--- src/rtl/i2cm_pkg.sv ---
package i2cm_pkg;

  localparam logic [1:0]  ADDR_RETRIES  = 2'd3;
  localparam logic [3:0]  BITS_PER_BYTE = 4'd8;
  localparam logic [15:0] HALF_RESET    = 16'd24;

  // register map, word index
  localparam logic CFG_HALF_PERIOD = 1'b0;

  // request kinds
  localparam logic [1:0] REQ_READ   = 2'd0;
  localparam logic [1:0] REQ_WRITE1 = 2'd1;
  localparam logic [1:0] REQ_WRITE2 = 2'd2;
  localparam logic [1:0] REQ_NONE   = 2'd3;

  // status codes
  localparam logic [1:0] ST_OK          = 2'd0;
  localparam logic [1:0] ST_WADDR_NACK  = 2'd1;
  localparam logic [1:0] ST_WDATA_NACK  = 2'd2;
  localparam logic [1:0] ST_RADDR_NACK  = 2'd3;

  typedef enum logic [3:0] {
    PH_IDLE,
    PH_START,
    PH_TX_LOW,
    PH_TX_HIGH,
    PH_TACK_LOW,
    PH_TACK_HIGH,
    PH_RX_LOW,
    PH_RX_HIGH,
    PH_RACK_LOW,
    PH_RACK_HIGH,
    PH_STOP_LOW,
    PH_STOP_HIGH,
    PH_STOP_END
  } phase_t;

  typedef struct packed {
    phase_t      phase;
    logic [15:0] tick_count;
    logic [3:0]  bit_count;
    logic [7:0]  shift_byte;
    logic [1:0]  attempt_count;
    logic [1:0]  req_kind;
    logic [7:0]  req_addr;
    logic [7:0]  req_d1;
    logic [7:0]  req_d2;
    logic [1:0]  byte_index;
    logic [1:0]  last_status;
  } eng_state_t;

  typedef struct packed {
    logic       req_valid;
    logic [1:0] req_type;
    logic [7:0] dev_addr;
    logic [7:0] data_first;
    logic [7:0] data_second;
    logic       sda_in;
    logic       scl_in;
  } tick_item_t;

  typedef struct packed {
    logic       scl_release;
    logic       sda_release;
    logic       busy_res;
    logic       done_res;
    logic [1:0] status;
    logic [7:0] read_data;
  } tick_res_t;

endpackage

--- src/rtl/i2cm_in_if.sv ---
interface i2cm_in_if;
  logic       valid;
  logic       ready;
  logic       req_valid;
  logic [1:0] req_type;
  logic [7:0] dev_addr;
  logic [7:0] data_first;
  logic [7:0] data_second;
  logic       sda_in;
  logic       scl_in;

  modport source (
    output valid, req_valid, req_type, dev_addr, data_first, data_second, sda_in, scl_in,
    input  ready
  );
  modport sink (
    input  valid, req_valid, req_type, dev_addr, data_first, data_second, sda_in, scl_in,
    output ready
  );
endinterface

--- src/rtl/i2cm_out_if.sv ---
interface i2cm_out_if;
  logic       valid;
  logic       ready;
  logic       scl_release;
  logic       sda_release;
  logic       busy_res;
  logic       done_res;
  logic [1:0] status;
  logic [7:0] read_data;

  modport source (
    output valid, scl_release, sda_release, busy_res, done_res, status, read_data,
    input  ready
  );
  modport sink (
    input  valid, scl_release, sda_release, busy_res, done_res, status, read_data,
    output ready
  );
endinterface

--- src/rtl/i2cm_step.sv ---
module i2cm_step
  import i2cm_pkg::*;
(
  input  eng_state_t  cur,
  input  tick_item_t  item,
  input  logic [15:0] half_period,
  output eng_state_t  nxt,
  output tick_res_t   res
);

  logic [15:0] h_eff;
  logic [15:0] tick_inc;
  logic [3:0]  bit_inc;
  logic [1:0]  attempt_inc;
  logic [7:0]  addr_byte;
  logic        is_read;
  logic        wait_high;
  logic        ack;
  logic        done;
  logic        busy;

  assign h_eff       = (half_period == 16'd0) ? 16'd1 : half_period;
  assign tick_inc    = cur.tick_count + 16'd1;
  assign bit_inc     = cur.bit_count + 4'd1;
  assign attempt_inc = cur.attempt_count + 2'd1;
  assign is_read     = (cur.req_kind == REQ_READ);
  // read sends address plus one, wrapping at 8 bits
  assign addr_byte   = is_read ? cur.req_addr + 8'd1 : cur.req_addr;
  assign ack         = !item.sda_in;

  always_comb begin
    case (cur.phase)
      PH_TX_HIGH, PH_TACK_HIGH, PH_RX_HIGH, PH_RACK_HIGH, PH_STOP_HIGH: wait_high = 1'b1;
      default: wait_high = 1'b0;
    endcase
  end

  always_comb begin
    nxt  = cur;
    done = 1'b0;
    if (cur.phase == PH_IDLE) begin
      if (item.req_valid && item.req_type != REQ_NONE) begin
        nxt.req_kind      = item.req_type;
        nxt.req_addr      = item.dev_addr;
        nxt.req_d1        = item.data_first;
        nxt.req_d2        = item.data_second;
        nxt.attempt_count = 2'd0;
        nxt.byte_index    = 2'd0;
        nxt.bit_count     = 4'd0;
        nxt.last_status   = ST_OK;
        nxt.tick_count    = 16'd0;
        nxt.phase         = PH_START;
      end
    end else if (!(wait_high && !item.scl_in)) begin
      // stretched clock holds the count
      if (tick_inc < h_eff) begin
        nxt.tick_count = tick_inc;
      end else begin
        nxt.tick_count = 16'd0;
        case (cur.phase)
          PH_START: begin
            nxt.shift_byte = addr_byte;
            nxt.bit_count  = 4'd0;
            nxt.phase      = PH_TX_LOW;
          end
          PH_TX_LOW:  nxt.phase = PH_TX_HIGH;
          PH_TX_HIGH: begin
            nxt.shift_byte = {cur.shift_byte[6:0], 1'b0};
            nxt.bit_count  = bit_inc;
            nxt.phase      = (bit_inc >= BITS_PER_BYTE) ? PH_TACK_LOW : PH_TX_LOW;
          end
          PH_TACK_LOW: nxt.phase = PH_TACK_HIGH;
          PH_TACK_HIGH: begin
            if (cur.byte_index == 2'd0) begin
              if (ack && is_read) begin
                nxt.shift_byte = 8'd0;
                nxt.bit_count  = 4'd0;
                nxt.phase      = PH_RX_LOW;
              end else if (ack) begin
                nxt.byte_index = 2'd1;
                nxt.shift_byte = cur.req_d1;
                nxt.bit_count  = 4'd0;
                nxt.phase      = PH_TX_LOW;
              end else begin
                nxt.attempt_count = attempt_inc;
                if (attempt_inc >= ADDR_RETRIES) begin
                  nxt.last_status = is_read ? ST_RADDR_NACK : ST_WADDR_NACK;
                  nxt.shift_byte  = 8'd0;
                  nxt.phase       = PH_STOP_LOW;
                end else begin
                  // retry the address without a new start
                  nxt.shift_byte = addr_byte;
                  nxt.bit_count  = 4'd0;
                  nxt.phase      = PH_TX_LOW;
                end
              end
            end else if (!ack) begin
              nxt.last_status = ST_WDATA_NACK;
              nxt.shift_byte  = 8'd0;
              nxt.phase       = PH_STOP_LOW;
            end else if (cur.req_kind == REQ_WRITE2 && cur.byte_index == 2'd1) begin
              nxt.byte_index = 2'd2;
              nxt.shift_byte = cur.req_d2;
              nxt.bit_count  = 4'd0;
              nxt.phase      = PH_TX_LOW;
            end else begin
              nxt.last_status = ST_OK;
              nxt.shift_byte  = 8'd0;
              nxt.phase       = PH_STOP_LOW;
            end
          end
          PH_RX_LOW:  nxt.phase = PH_RX_HIGH;
          PH_RX_HIGH: begin
            nxt.shift_byte = {cur.shift_byte[6:0], item.sda_in};
            nxt.bit_count  = bit_inc;
            nxt.phase      = (bit_inc >= BITS_PER_BYTE) ? PH_RACK_LOW : PH_RX_LOW;
          end
          PH_RACK_LOW:  nxt.phase = PH_RACK_HIGH;
          PH_RACK_HIGH: begin
            // master nacks the single byte, result stays in shift_byte
            nxt.last_status = ST_OK;
            nxt.phase       = PH_STOP_LOW;
          end
          PH_STOP_LOW:  nxt.phase = PH_STOP_HIGH;
          PH_STOP_HIGH: nxt.phase = PH_STOP_END;
          PH_STOP_END: begin
            nxt.phase = PH_IDLE;
            done      = 1'b1;
          end
          default: nxt.phase = PH_IDLE;
        endcase
      end
    end
  end

  // bus levels follow the state after the tick
  always_comb begin
    case (nxt.phase)
      PH_START: begin
        res.scl_release = 1'b1;
        res.sda_release = 1'b0;
      end
      PH_TX_LOW: begin
        res.scl_release = 1'b0;
        res.sda_release = nxt.shift_byte[7];
      end
      PH_TX_HIGH: begin
        res.scl_release = 1'b1;
        res.sda_release = nxt.shift_byte[7];
      end
      PH_TACK_LOW, PH_RX_LOW, PH_RACK_LOW: begin
        res.scl_release = 1'b0;
        res.sda_release = 1'b1;
      end
      PH_STOP_LOW: begin
        res.scl_release = 1'b0;
        res.sda_release = 1'b0;
      end
      PH_STOP_HIGH: begin
        res.scl_release = 1'b1;
        res.sda_release = 1'b0;
      end
      default: begin
        res.scl_release = 1'b1;
        res.sda_release = 1'b1;
      end
    endcase
    busy          = (nxt.phase != PH_IDLE);
    res.busy_res  = busy;
    res.done_res  = done;
    res.status    = busy ? ST_OK : nxt.last_status;
    res.read_data = busy ? 8'd0 : nxt.shift_byte;
  end

endmodule

--- src/rtl/i2c_master_transaction_engine_core.sv ---
// Tick-driven I2C master. Every transaction on in_if is one bus tick carrying the
// sampled SDA/SCL levels and an optional request (read one byte, write one or two
// bytes); every tick yields exactly one transaction on out_if with the open-drain
// release levels, busy/done flags and, when idle, the last status and read byte.
// One tick is taken per clock cycle while out_if backpressure does not stall
// the input; the tick passes an input register and then a result register
// before its result is offered on out_if, and that backpressure stalls the
// input only once both registers are full. SCL phase length is half_period_ticks
// (APB word 0, zero acts as one); write it only while the engine is idle.
module i2c_master_transaction_engine_core
  import i2cm_pkg::*;
(
  input  logic        clk,
  input  logic        rst_n,
  i2cm_in_if.sink     in_if,
  i2cm_out_if.source  out_if,
  input  logic        psel,
  input  logic        penable,
  input  logic        pwrite,
  input  logic [2:0]  paddr,
  input  logic [31:0] pwdata,
  output logic [31:0] prdata,
  output logic        pready
);

  logic        s1_valid_r;
  tick_item_t  s1_item_r;
  eng_state_t  state_r;
  eng_state_t  state_nxt;
  tick_res_t   res_nxt;
  tick_res_t   out_res_r;
  logic        out_valid_r;
  logic [15:0] half_r;
  logic        advance;
  logic        cfg_hit;

  assign advance = s1_valid_r && (!out_valid_r || out_if.ready);
  assign in_if.ready = !s1_valid_r || advance;

  i2cm_step u_step (
    .cur         (state_r),
    .item        (s1_item_r),
    .half_period (half_r),
    .nxt         (state_nxt),
    .res         (res_nxt)
  );

  // input register
  always_ff @(posedge clk) begin
    if (!rst_n) begin
      s1_valid_r <= 1'b0;
    end else if (in_if.ready) begin
      s1_valid_r <= in_if.valid;
    end
  end

  always_ff @(posedge clk) begin
    if (in_if.ready && in_if.valid) begin
      s1_item_r <= '{req_valid:   in_if.req_valid,
                     req_type:    in_if.req_type,
                     dev_addr:    in_if.dev_addr,
                     data_first:  in_if.data_first,
                     data_second: in_if.data_second,
                     sda_in:      in_if.sda_in,
                     scl_in:      in_if.scl_in};
    end
  end

  // engine state
  always_ff @(posedge clk) begin
    if (!rst_n) begin
      state_r <= '{phase: PH_IDLE, default: '0};
    end else if (advance) begin
      state_r <= state_nxt;
    end
  end

  // result register
  always_ff @(posedge clk) begin
    if (!rst_n) begin
      out_valid_r <= 1'b0;
    end else if (advance) begin
      out_valid_r <= 1'b1;
    end else if (out_if.ready) begin
      out_valid_r <= 1'b0;
    end
  end

  always_ff @(posedge clk) begin
    if (advance) begin
      out_res_r <= res_nxt;
    end
  end

  assign out_if.valid       = out_valid_r;
  assign out_if.scl_release = out_res_r.scl_release;
  assign out_if.sda_release = out_res_r.sda_release;
  assign out_if.busy_res    = out_res_r.busy_res;
  assign out_if.done_res    = out_res_r.done_res;
  assign out_if.status      = out_res_r.status;
  assign out_if.read_data   = out_res_r.read_data;

  // configuration port
  assign cfg_hit = (paddr == {CFG_HALF_PERIOD, 2'b00});
  assign pready  = 1'b1;

  always_ff @(posedge clk) begin
    if (!rst_n) begin
      half_r <= HALF_RESET;
    end else if (psel && penable && pwrite && cfg_hit) begin
      half_r <= pwdata[15:0];
    end
  end

  always_comb begin
    prdata = cfg_hit ? {16'd0, half_r} : 32'd0;
  end

  // checks
  logic [15:0] h_eff;
  assign h_eff = (half_r == 16'd0) ? 16'd1 : half_r;

  a_idle_count_clear: assert property (@(posedge clk) disable iff (!rst_n)
    state_r.phase == PH_IDLE |-> state_r.tick_count == 16'd0)
    else $error("tick count left nonzero in idle");

  a_count_below_half: assert property (@(posedge clk) disable iff (!rst_n)
    state_r.tick_count < h_eff)
    else $error("tick count reached half period");

  a_bit_count_range: assert property (@(posedge clk) disable iff (!rst_n)
    state_r.bit_count <= BITS_PER_BYTE)
    else $error("bit count past one byte");

  a_result_tracks_state: assert property (@(posedge clk) disable iff (!rst_n)
    out_valid_r |-> out_res_r.busy_res == (state_r.phase != PH_IDLE))
    else $error("held result out of step with engine state");

  a_done_ends_busy: assert property (@(posedge clk) disable iff (!rst_n)
    advance && res_nxt.done_res |=> state_r.phase == PH_IDLE && out_valid_r)
    else $error("done without return to idle");

endmodule
--- src/flat_wrapper.sv ---
// flat-port wrapper written by rule: the top's interface ports become plain ports
module i2c_master_transaction_engine_core_flat import i2cm_pkg::*;
  (clk, rst_n, psel, penable, pwrite, paddr, pwdata, prdata, pready, in_if_valid, in_if_req_valid, in_if_req_type, in_if_dev_addr, in_if_data_first, in_if_data_second, in_if_sda_in, in_if_scl_in, in_if_ready, out_if_valid, out_if_scl_release, out_if_sda_release, out_if_busy_res, out_if_done_res, out_if_status, out_if_read_data, out_if_ready);
  i2cm_in_if in_if_i ();
  i2cm_out_if out_if_i ();
  input  logic clk;
  input  logic rst_n;
  input  logic psel;
  input  logic penable;
  input  logic pwrite;
  input  logic [2:0] paddr;
  input  logic [31:0] pwdata;
  output logic [31:0] prdata;
  output logic pready;
  input wire logic [$bits(in_if_i.valid)-1:0] in_if_valid;
  input wire logic [$bits(in_if_i.req_valid)-1:0] in_if_req_valid;
  input wire logic [$bits(in_if_i.req_type)-1:0] in_if_req_type;
  input wire logic [$bits(in_if_i.dev_addr)-1:0] in_if_dev_addr;
  input wire logic [$bits(in_if_i.data_first)-1:0] in_if_data_first;
  input wire logic [$bits(in_if_i.data_second)-1:0] in_if_data_second;
  input wire logic [$bits(in_if_i.sda_in)-1:0] in_if_sda_in;
  input wire logic [$bits(in_if_i.scl_in)-1:0] in_if_scl_in;
  output wire logic [$bits(in_if_i.ready)-1:0] in_if_ready;
  output wire logic [$bits(out_if_i.valid)-1:0] out_if_valid;
  output wire logic [$bits(out_if_i.scl_release)-1:0] out_if_scl_release;
  output wire logic [$bits(out_if_i.sda_release)-1:0] out_if_sda_release;
  output wire logic [$bits(out_if_i.busy_res)-1:0] out_if_busy_res;
  output wire logic [$bits(out_if_i.done_res)-1:0] out_if_done_res;
  output wire logic [$bits(out_if_i.status)-1:0] out_if_status;
  output wire logic [$bits(out_if_i.read_data)-1:0] out_if_read_data;
  input wire logic [$bits(out_if_i.ready)-1:0] out_if_ready;
  assign in_if_i.valid = in_if_valid;
  assign in_if_i.req_valid = in_if_req_valid;
  assign in_if_i.req_type = in_if_req_type;
  assign in_if_i.dev_addr = in_if_dev_addr;
  assign in_if_i.data_first = in_if_data_first;
  assign in_if_i.data_second = in_if_data_second;
  assign in_if_i.sda_in = in_if_sda_in;
  assign in_if_i.scl_in = in_if_scl_in;
  assign in_if_ready = in_if_i.ready;
  assign out_if_valid = out_if_i.valid;
  assign out_if_scl_release = out_if_i.scl_release;
  assign out_if_sda_release = out_if_i.sda_release;
  assign out_if_busy_res = out_if_i.busy_res;
  assign out_if_done_res = out_if_i.done_res;
  assign out_if_status = out_if_i.status;
  assign out_if_read_data = out_if_i.read_data;
  assign out_if_i.ready = out_if_ready;
  i2c_master_transaction_engine_core u_core (.clk(clk), .rst_n(rst_n), .in_if(in_if_i), .out_if(out_if_i), .psel(psel), .penable(penable), .pwrite(pwrite), .paddr(paddr), .pwdata(pwdata), .prdata(prdata), .pready(pready));
endmodule
--- config.mk ---
export PLATFORM = sky130hd
export DESIGN_NAME = i2c_master_transaction_engine_core_flat
export DESIGN_NICKNAME = d
export VERILOG_FILES = /design/src/rtl/i2cm_pkg.sv /design/src/rtl/i2cm_in_if.sv /design/src/rtl/i2cm_out_if.sv /design/src/rtl/i2cm_step.sv /design/src/rtl/i2c_master_transaction_engine_core.sv /design/src/flat_wrapper.sv
export SDC_FILE = /design/constraint.sdc
export NUM_CORES = 1
export LEC_CHECK = 0
export ABC_AREA = 1
export BUFFER_PORTS_ARGS = -buffer_cell sky130_fd_sc_hd__buf_2
export CORE_MARGIN = 5
export CORE_UTILIZATION = 59
export DETAILED_ROUTE_END_ITERATION = 12
export PLACE_DENSITY = 0.83
export SYNTH_ARGS = -nofsm -noshare
export SYNTH_HDL_FRONTEND = slang
export SYNTH_HIERARCHICAL = 1
export SYNTH_SLANG_ARGS = --single-unit
--- constraint.sdc ---
create_clock -name clk -period 6.8 [get_ports clk]
set_clock_uncertainty 0.2 [all_clocks]
set_input_delay 1.36 -clock clk [delete_from_list [all_inputs] [get_ports clk]]
set_output_delay 1.36 -clock clk [all_outputs]
set_load 0.1 [all_outputs]
==> results of run 1 <==
layout make-up:
type / instances / area [sq um]
timing repair buffer: 90 / 460.4
multi-input combinational: 720 / 3769
clock inverter: 11 / 103.9
clock buffer: 21 / 471.7
tap: 172 / 215.2
inverter: 150 / 569.3
sequential: 125 / 2933
fill: 1071 / 4098
kinds of logic after synthesis:
logic type / after synthesis
AND/OR/NAND/NOR: 463
buffers and inverters: 210
AO/OA/AOI/OAI: 193
flip-flops: 125
adder cells (fa/ha/maj): 19
XOR/XNOR: 17
multiplexers: 11
other: 2
tightest hold or removal path: stages, from the launching register on:
cell	delay, ns
dfxtp_1	0.32
nor2_1	0.05
nor2_1	0.08
synthesized netlist by cell type, types with 9 or more instances:
| cell | count |
|---|---|
| nor2_1 | 212 |
| nand2_1 | 139 |
| inv_1 | 133 |
| o21ai_0 | 110 |
| dfxtp_1 | 82 |
| nand3_1 | 49 |
| edfxtp_1 | 43 |
| o21ai_1 | 36 |
| buf_4 | 22 |
| ha_1 | 19 |
| clkbuf_1 | 17 |
| xor2_1 | 17 |
| nor2_2 | 15 |
| nand2_2 | 14 |
| a21oi_1 | 13 |
| inv_2 | 13 |
| buf_2 | 10 |
| mux2_1 | 9 |
registers in the layout, summed over array words and instances, names as in the netlist:
signal	count
u_core/out_if.scl_release	1
u_core/out_if.valid	1
u_core/half_r	16
u_core/out_if.sda_release	1
u_core/out_if.status	2
u_core/out_if.read_data	8
u_core/s1_item_r	29
u_core/out_if.done_res	1
u_core/out_if.busy_res	1
u_core/state_r	64
u_core/s1_valid_r	1
metal layers:
| metal | wire, um | global-route usage [%] | vias to the layer above |
|---|---|---|---|
| met5 | 0 | 0 | - |
| met2 | 7602 | 33.91 | 236 |
| li1 | - | - | 3441 |
| met1 | 7847 | 31.87 | 2986 |
| met4 | 204 | 6.920 | 0 |
| met3 | 1220 | 5.352 | 17 |
final timing paths:
check / to / from / slack, ns / cells past startpoint
worst max register to register: u_core/state_r[0] / u_core/state_r[44] / 2.82 / 21
worst min-delay path: u_core/state_r[5] / u_core/state_r[5] / 0.28 / 2
worst max-delay path: u_core/state_r[0] / u_core/state_r[44] / 2.82 / 21
worst min register to register: u_core/state_r[5] / u_core/state_r[5] / 0.28 / 2
report_power, final:
| group | total, W | switching (W) | internal, W |
|---|---|---|---|
| Clock | 0.000871 | 0.000334 | 0.000537 |
| Sequential | 0.000861 | 0.0000353 | 0.000825 |
| Combinational | 0.000494 | 0.000364 | 0.000130 |
| Total | 0.00223 | 0.000733 | 0.00149 |
per-stage QoR:
step / cells / total power, W / cell area, sq um
after CTS: 1289 / 0.002231 / 8522
after global routing: 1289 / 0.002331 / 8522
after detailed placement: 1257 / 0.001361 / 7946
after floorplan: 1055 / 0.001282 / 7649
after global placement: 1257 / 0.001348 / 7946
final: 1289 / 0.002226 / 8522
==> summary.md, run 1 <==
| Metric | Value |
|---|---|
| Outcome | `finished clean` |
| Largest area contributor in the netlist | `dfxtp_1` |
| Final Util | `67.53%` |
| Pre-CTS setup slack | `2.867 ns` |
| DRT antenna net count | `0` |
| Tcrit/Tclk final | `58.60%` |
| Pin count of the biggest net entering global routing | `82` |
| Hold WS | `0.2825 ns` |
| Commonest cells after routing, fill and taps aside | `211 x nor2_1, 139 x nand2_1, 133 x inv_1` |
| Die X | `123.4 um` |
| Worst path top cell family by delay | `simple AND/OR/NAND/NOR gates` |
| Seq cells post-synth | `125` |
| Die area | `15,240 sq um` |
| GRT Total Usage | `22.43%` |
| Max-Cap Viols | `0` |
| Max-slew violations | `0` |
| Initial antenna violation count | `0` |
| Xor/xnor share of the synthesized area | `1.961%` |
| Critical path class | `reg -> reg` |
| Post-synth EDFFs | `43` |
| Slew @ Worst Pin | `1.035 ns` |
| Max IR drop VDD | `0.0002082 V` |
| Vias in the first global route | `5,782` |
| Final setup viols | `0` |
| Post-synthesis mux area share | `1.632%` |
| Clock Sinks | `125` |
| I/O pins | `120` |
| Routed WL | `16,870 um` |
| DRT Pass-1 Iters | `8` |
| Post-synthesis sequential area ratio | `38.63%` |
| Setup tns final | `0 ns` |
| WL/cell | `13.09 um` |
| CTS tree | `built` |
| Post-synthesis adder-cell area fraction | `3.131%` |
| Setup ws final | `2.815 ns` |
| Yosys warning count | `6` |
| Post-Syn Area | `7592 sq um` |
| PD cells | `261.2 nW/um^2` |
| Area growth syn-to-layout | `12.24%` |
| Final GP Congestion | `0.9097` |
| Worst-path fanout max | `9` |
| CP Capture Type | `flop` |
| Site Rows | `41` |
| Max incr delay on CP | `0.41 ns` |
| CTS Buf Count | `17` |
| DRC violations left | `0` |
| Vias per cell | `5.182` |
| First-pass GRT wire length | `27,310 um` |
| Clk_lat worst skew | `0.42 ns` |
| Die height | `123.4 um` |
| Fmax | `250.9 MHz` |
| Final net count | `1,194` |
| Share of cells above drive strength 1 | `17.55%` |
| Bufs and invs on worst path | `1` |
| Hold crit path type | `reg -> reg` |
| PortBufs | `86` |
| Final min period | `3.985 ns` |
| Initial core utilization | `60.16%` |
| Root Driver | `clkbuf_16` |
| Clock transition at path regs | `0.06 ns` |
| RSZ-0062 raised after global routing | `no` |
| # resized after CTS | `0` |
| Post-synthesis simple-gate area fraction | `27.74%` |
| CP required | `6.90 ns` |
| Netlist cell types | `52` |
| H-tree depth | `4` |
| Post CTS Setup Buffer Count | `0` |
| Top cells by area, synth | `dfxtp_1 22%, edfxtp_1 17%, nor2_1 10%` |
| Synth top area share | `21.62%` |
| Crit-path slowest cell | `dfxtp_1` |
| DR iter-0 viols | `556` |
| DP Wirelength | `11,320 um` |
| Via count | `6,680` |
| P_leak | `3.770 nW` |
| Rel. slew slack | `30.89%` |
| Post-Synthesis Cells | `1,040` |
| Crit path arrival time | `4.09 ns` |
| Hold-fix buffers, CTS | `0` |
| Ys flop type | `dfxtp_1` |
| Largest family of logic cells by synthesized area | `simple AND/OR/NAND/NOR gates` |
| Syn avg cell area | `7.300 sq um` |
| Number of diodes | `0` |
| Crit-path cells | `ha_1 -> nand3_1 -> nor3_2 -> nand3_1 -> nor2_1 -> nand2_1 -> nor3_2 -> xor2_1 -> ha_1 -> nand2_1 -> nor2_1 -> a2111oi_4 -> nand2_4 -> nand2_8 -> nor2_1 -> nand2_1 -> nand2_1 -> a21oi_1 -> inv_1 -> o21ai_1 -> nor2_1` |
| Longest Clk Path Bufs | `2` |
| Compound-Gate Fraction of Synth Area | `14.30%` |
| Most common cell after layout, fill and taps aside | `nor2_1` |
| Grt ovf | `0` |
| Core outline area | `12,620 sq um` |
| Post-synth ARST share | `0%` |
| CP Launch Type | `flop` |
| Hold violation count in the final report | `0` |
(Power assumes the default switching activity.)
==> inputs of run 2 (changes only) <==
--- a/config.mk
+++ b/config.mk
@@ -8,9 +8,9 @@
 export ABC_AREA = 1
 export BUFFER_PORTS_ARGS = -buffer_cell sky130_fd_sc_hd__buf_2
 export CORE_MARGIN = 5
-export CORE_UTILIZATION = 59
+export CORE_UTILIZATION = 58
 export DETAILED_ROUTE_END_ITERATION = 12
-export PLACE_DENSITY = 0.83
+export PLACE_DENSITY = 0.81
 export SYNTH_ARGS = -nofsm -noshare
 export SYNTH_HDL_FRONTEND = slang
 export SYNTH_HIERARCHICAL = 1
==> constraint.sdc (replaced) <==
create_clock -name clk -period 4.2 [get_ports clk]
set_clock_uncertainty 0.2 [all_clocks]
set_input_delay 0.84 -clock clk [delete_from_list [all_inputs] [get_ports clk]]
set_output_delay 0.84 -clock clk [all_outputs]
set_load 0.1 [all_outputs]
==> summary.md, run 2 (same netlist as run 1, synthesis figures left out) <==
| Metric | Value |
|---|---|
| Placed Area | `7961 sq um` |
| Die area | `15,480 sq um` |
| Commonest cells after routing, fill and taps aside | `210 x nor2_1, 139 x nand2_1, 133 x inv_1` |
| Slew @ Worst Pin | `1.100 ns` |
| DR iter-0 viols | `681` |
| FF-to-FF path depth | `20` |
| GRT Total Usage | `21.75%` |
| Hold-fix buffers, CTS | `0` |
| Vias in the first global route | `6,105` |
| Longest Clk Path Bufs | `2` |
| DP Wirelength | `11,380 um` |
| Final min period | `3.943 ns` |
| Area growth syn-to-layout | `12.64%` |
| Outcome | `finished clean` |
| Worst-path fanout max | `10` |
| Initial antenna violation count | `0` |
| Design Area, Final | `8552 sq um` |
| Flop pwr share | `39.1%` |
| PortBufs | `86` |
| Layout fillers | `1,098` |
| Hold crit path type | `reg -> reg` |
| DRT Pass-1 Iters | `6` |
| R2R Setup Slk | `0.26 ns` |
| Root Driver | `clkbuf_16` |
| Initial core utilization | `59.68%` |
| Dpl cells | `1,259` |
| CP Launch Type | `flop` |
| Clock transition at path regs | `0.06 ns` |
| WL/cell | `13.01 um` |
| Final GP Congestion | `0.9251` |
| Final setup viols | `0` |
| Max-Cap Viols | `0` |
| Crit path arrival time | `3.91 ns` |
| I/O pins | `120` |
| CTS Buf Count | `17` |
| Psw | `0.001192 W` |
| Rel. slew slack | `26.58%` |
| Max FFs per register | `64` |
| Grt ovf | `0` |
| DRT antenna net count | `0` |
| H-tree depth | `4` |
| Worst setup path startpoint | `u_core/state_r[45]` |
| Sw Share | `33.42%` |
| Worst setup path endpoint | `u_core/out_if.status[1]` |
| CP Capture Type | `flop` |
| Site Rows | `41` |
| Clock Sinks | `125` |
| P_leak | `3.764 nW` |
| Total power | `0.003566 W` |
| Worst R2R Start | `u_core/state_r[45]` |
| Max-slew violations | `0` |
| Most flops, register | `u_core/state_r` |
| Critical path class | `reg -> reg` |
| Number of diodes | `0` |
| Clk pwr share | `38.1%` |
| Die height | `124.4 um` |
| Fmax | `253.6 MHz` |
| Final Non-Filler Cells | `1,293` |
| Tcrit/Tclk final | `93.87%` |
| Max IR drop VDD | `0.0003051 V` |
| CTS tree | `built` |
| Pin count of the biggest net entering global routing | `66` |
| Largest registers | `u_core/state_r x64, u_core/s1_item_r x29, u_core/half_r x16` |
| WHS Path Cells | `2` |
| Routed WL | `16,830 um` |
| CP required | `4.17 ns` |
| Crit Reg-Reg Endpoint | `u_core/out_if.status[1]` |
| Vias per cell | `5.209` |
| Hold violation count in the final report | `0` |
| Power share of the combinational group | `22.9%` |
| PD cells | `416.9 nW/um^2` |
| Share of cells above drive strength 1 | `18.38%` |
| Clk_lat worst skew | `0.42 ns` |
| Most common cell after layout, fill and taps aside | `nor2_1` |
| Die X | `124.4 um` |
| Cell internal pwr | `0.002374 W` |
| DRC violations left | `0` |
| First-pass GRT wire length | `28,370 um` |
| Core outline area | `12,720 sq um` |
| Final net count | `1,198` |
| Via count | `6,735` |
## run 2: changes by cell type in the layout (fill, tap and decap cells not counted), moves of 2 or more
cell        change
inv_4           -3
buf_4           +4
clkinvlp_4      +4
dfxtp_2         +2
dfxtp_1         -2
o21ai_0         -2
o21ai_1         +2
## run 2: timing repair
action                     4_1_cts  5_1_grt
setup endpoints to repair        0       42
setup buffers                    0        2
resized for setup                0       10
hold endpoints to repair         0        0
## run 2: power by group through the flow
stage               Combinational [W]  Sequential (W)  Clock (W)
floorplan                    0.000594         0.00148          0
global placement             0.000773         0.00141          0
global route                 0.000901         0.00140    0.00144
finish                       0.000815         0.00139    0.00136
CTS                          0.000796         0.00139    0.00138
detailed placement           0.000791         0.00142          0
## run 2: area by class of cell
cell class	count	area (sq um)	area share (%)
Multi-Input combinational cell	720	3789	44.30
Tap cell	172	215.2	2.516
Sequential cell	125	2935	34.32
Inverter	150	570.5	6.672
Clock buffer	20	436.7	5.106
Timing Repair Buffer	94	490.5	5.735
Clock inverter	12	115.1	1.346
## run 2: per-layer routing
layer  up-vias  routed length, um  track usage [%]
met1      3001               7673            30.12
met2       256               7604            33.65
met3        24               1311            4.889
met4         0                238            7.415
li1       3454                  -                -
met5         -                  0                0
## run 2: worst min path at each step
stage	startpoint	to	slack, ns
after floorplan	u_core/state_r[12]	u_core/state_r[12]	0.25
after global placement	u_core/state_r[5]	u_core/state_r[5]	0.26
after detailed placement	u_core/state_r[5]	u_core/state_r[5]	0.27
after CTS	u_core/state_r[5]	u_core/state_r[5]	0.28
after global routing	u_core/state_r[34]	u_core/state_r[34]	0.32
final	u_core/state_r[5]	u_core/state_r[5]	0.28
## run 2: stage by stage
| stage | hold slack, ns | worst slack [ns] | utilization (%) | TNS, ns |
|---|---|---|---|---|
| finish | 0.2824 | 0.2573 | 67.22 | 0 |
| global route | 0.3161 | -0.03252 | 67.22 | -0.1909 |
| CTS | 0.2843 | 0.2403 | 66.92 | 0 |
| detailed placement | 0.2708 | 0.2689 | 62.58 | 0 |
| global placement | 0.2619 | 0.3387 | 62.58 | 0 |
| floorplan | 0.2540 | 0.6546 | - | 0 |
## run 2: critical path, stage by stage (launching register included)
cell	delay, ns
dfxtp_1	0.35
inv_1	0.11
nor3_4	0.24
nand4_1	0.13
or2_4	0.26
nor2_4	0.09
nand2_2	0.09
nor2_2	0.11
nand3_1	0.12
xor2_2	0.19
ha_1	0.34
a21oi_1	0.17
nor2_1	0.08
a2111oi_4	0.32
nand2_4	0.16
nand2_8	0.15
nand2_1	0.09
nand3_2	0.09
nand2_2	0.11
nand3_4	0.25
nor2_2	0.06
==> inputs of run 3 (changes only) <==
--- a/config.mk
+++ b/config.mk
@@ -8,9 +8,8 @@
 export ABC_AREA = 1
 export BUFFER_PORTS_ARGS = -buffer_cell sky130_fd_sc_hd__buf_2
 export CORE_MARGIN = 5
-export CORE_UTILIZATION = 58
+export CORE_UTILIZATION = 32
 export DETAILED_ROUTE_END_ITERATION = 12
-export PLACE_DENSITY = 0.81
 export SYNTH_ARGS = -nofsm -noshare
 export SYNTH_HDL_FRONTEND = slang
 export SYNTH_HIERARCHICAL = 1
==> summary.md, run 3 (same netlist as run 1, synthesis figures left out) <==
| Metric | Value |
|---|---|
| Longest Clk Path Bufs | `2` |
| CP required | `4.12 ns` |
| CTS Buf Count | `17` |
| RSZ-0062 raised after global routing | `yes` |
| Vias per cell | `4.598` |
| Via count | `6,639` |
| CP Launch Type | `flop` |
| Max-Cap Viols | `0` |
| DP Wirelength | `12,180 um` |
| Outcome | `finished clean` |
| DR iter-0 viols | `354` |
| Worst-path fanout max | `10` |
| Dpl cells | `1,408` |
| Layout fillers | `2,454` |
| Clock Sinks | `125` |
| Most flops, register | `u_core/state_r` |
| First-pass GRT wire length | `28,940 um` |
| Number of diodes | `0` |
| Rel. slew slack | `26.87%` |
| Crit path arrival time | `3.84 ns` |
| Max-slew violations | `0` |
| Site Rows | `56` |
| Final net count | `1,202` |
| Max FFs per register | `64` |
| Initial core utilization | `32.44%` |
| CP Capture Type | `flop` |
| WL/cell | `12.23 um` |
| DRC violations left | `0` |
| Bufs and invs on worst path | `3` |
| Max incr delay on CP | `0.34 ns` |
| Slew @ Worst Pin | `1.096 ns` |
| Final min period | `3.922 ns` |
| Hold violation count in the final report | `0` |
| Final Non-Filler Cells | `1,444` |
| Core outline area | `23,400 sq um` |
| Design Area, Final | `8842 sq um` |
| Grt ovf | `0` |
| Die height | `164.0 um` |
| Placed Area | `8160 sq um` |
| Crit-path slowest cell | `dfxtp_1` |
| Final Util | `37.78%` |
| Hold crit path type | `reg -> reg` |
| Share of cells above drive strength 1 | `19.02%` |
| Most common cell after layout, fill and taps aside | `nor2_1` |
| Area growth syn-to-layout | `16.46%` |
| PD cells | `420.7 nW/um^2` |
| Clk_lat worst skew | `0.42 ns` |
| Final GP Congestion | `0.8568` |
| DRT antenna net count | `0` |
| Largest registers | `u_core/state_r x64, u_core/s1_item_r x29, u_core/half_r x16` |
| Routed WL | `17,660 um` |
| Most frequent CP cell | `nand2_4` |
| Commonest cells after routing, fill and taps aside | `210 x nor2_1, 139 x nand2_1, 133 x inv_1` |
| H-tree depth | `4` |
| Vias in the first global route | `6,045` |
| GRT Total Usage | `13.15%` |
| Die X | `164.0 um` |
| Pin count of the biggest net entering global routing | `66` |
| DRT Pass-1 Iters | `5` |
| Max IR drop VDD | `0.0002986 V` |
| Hold-fix buffers, CTS | `0` |
| P_leak | `3.855 nW` |
| PortBufs | `86` |
| Worst path top cell family by delay | `simple AND/OR/NAND/NOR gates` |
| CTS tree | `built` |
| Root Driver | `clkbuf_16` |
| Fmax | `255.0 MHz` |
| Die area | `26,910 sq um` |
| Clock transition at path regs | `0.06 ns` |
| Critical path class | `reg -> reg` |
| I/O pins | `120` |
| Final setup viols | `0` |
| Initial antenna violation count | `0` |
| Tcrit/Tclk final | `93.37%` |
| Crit-path cells | `inv_1 -> nor3_4 -> nand4_1 -> or2_4 -> nor2_4 -> nand2_2 -> nor2_2 -> nand3_1 -> xor2_1 -> ha_1 -> a21oi_1 -> nor2_1 -> a2111oi_4 -> nand2_4 -> nand2_8 -> buf_4 -> nand2_4 -> nand2_4 -> nand2_4 -> inv_4 -> nand3_4` |
==> run 3: cell count changes in the layout (fill, tap and decap cells not counted), moves of 3 or more <==
cell,change
buf_4,+4
clkinv_4,+3
clkinvlp_4,-6
inv_6,+4
o21ai_1,-4
o21ai_2,+3
==> run 3: cell type report <==
| class | count | area, sq um | area share [%] |
|---|---|---|---|
| multi-input cells | 720 | 3814 | 43.13 |
| flip-flops and latches | 125 | 2935 | 33.20 |
| inverters | 150 | 574.3 | 6.495 |
| repair buffers | 98 | 520.5 | 5.887 |
| clock buffers | 18 | 429.2 | 4.854 |
| well taps | 319 | 399.1 | 4.514 |
| clock inverters | 14 | 170.2 | 1.924 |
==> run 3: final timing paths <==
path              slack (ns)  cells after the start                endpoint                from
setup / recovery        0.28                     21  u_core/out_if.busy_res  u_core/state_r[45]
hold reg to reg         0.28                      2      u_core/state_r[16]  u_core/state_r[16]
setup reg to reg        0.28                     21  u_core/out_if.busy_res  u_core/state_r[45]
hold / removal          0.28                      2      u_core/state_r[16]  u_core/state_r[16]
==> run 3: timing repair <==
item | CTS | global route
setup buffers | 0 | 4
endpoints found under the setup margin | 0 | 39
resized for setup | 0 | 16
==> run 3: power breakdown <==
part	leakage [nW]	switching [W]	internal (W)	total [W]
logic	2.48	0.000602	0.000232	0.000834
registers	1.08	0.0000546	0.00134	0.00139
clock network	0.295	0.000600	0.000896	0.00150
==> run 3: worst register-to-register path: stages (launching register included) <==
cell and delay [ns]:
dfxtp_1 0.34, inv_1 0.09, nor3_4 0.25, nand4_1 0.14
or2_4 0.27, nor2_4 0.09, nand2_2 0.09, nor2_2 0.11
nand3_1 0.09, xor2_1 0.22, ha_1 0.28, a21oi_1 0.16
nor2_1 0.08, a2111oi_4 0.33, nand2_4 0.18, nand2_8 0.16
buf_4 0.14, nand2_4 0.04, nand2_4 0.07, nand2_4 0.06
inv_4 0.06, nand3_4 0.16
==> run 3: routing by layer <==
| metal | share of wire [%] | track usage [%] |
|---|---|---|
| met1 | 48 | 18.40 |
| met2 | 46 | 20.44 |
| met3 | 4.1 | 2.484 |
| met4 | 1.3 | 4.346 |
| met5 | 0 | 0 |
==> run 3: per-stage QoR <==
| step | TNS (ns) | hold WS [ns] | total power, W | setup slack, ns |
|---|---|---|---|---|
| after floorplan | 0 | 0.2540 | 0.002076 | 0.6546 |
| after global placement | 0 | 0.2615 | 0.002207 | 0.2449 |
| after detailed placement | 0 | 0.2708 | 0.002217 | 0.1923 |
| after CTS | 0 | 0.2852 | 0.003732 | 0.1754 |
| after global routing | -0.1639 | 0.3066 | 0.003918 | -0.04440 |
| final | 0 | 0.2838 | 0.003720 | 0.2783 |
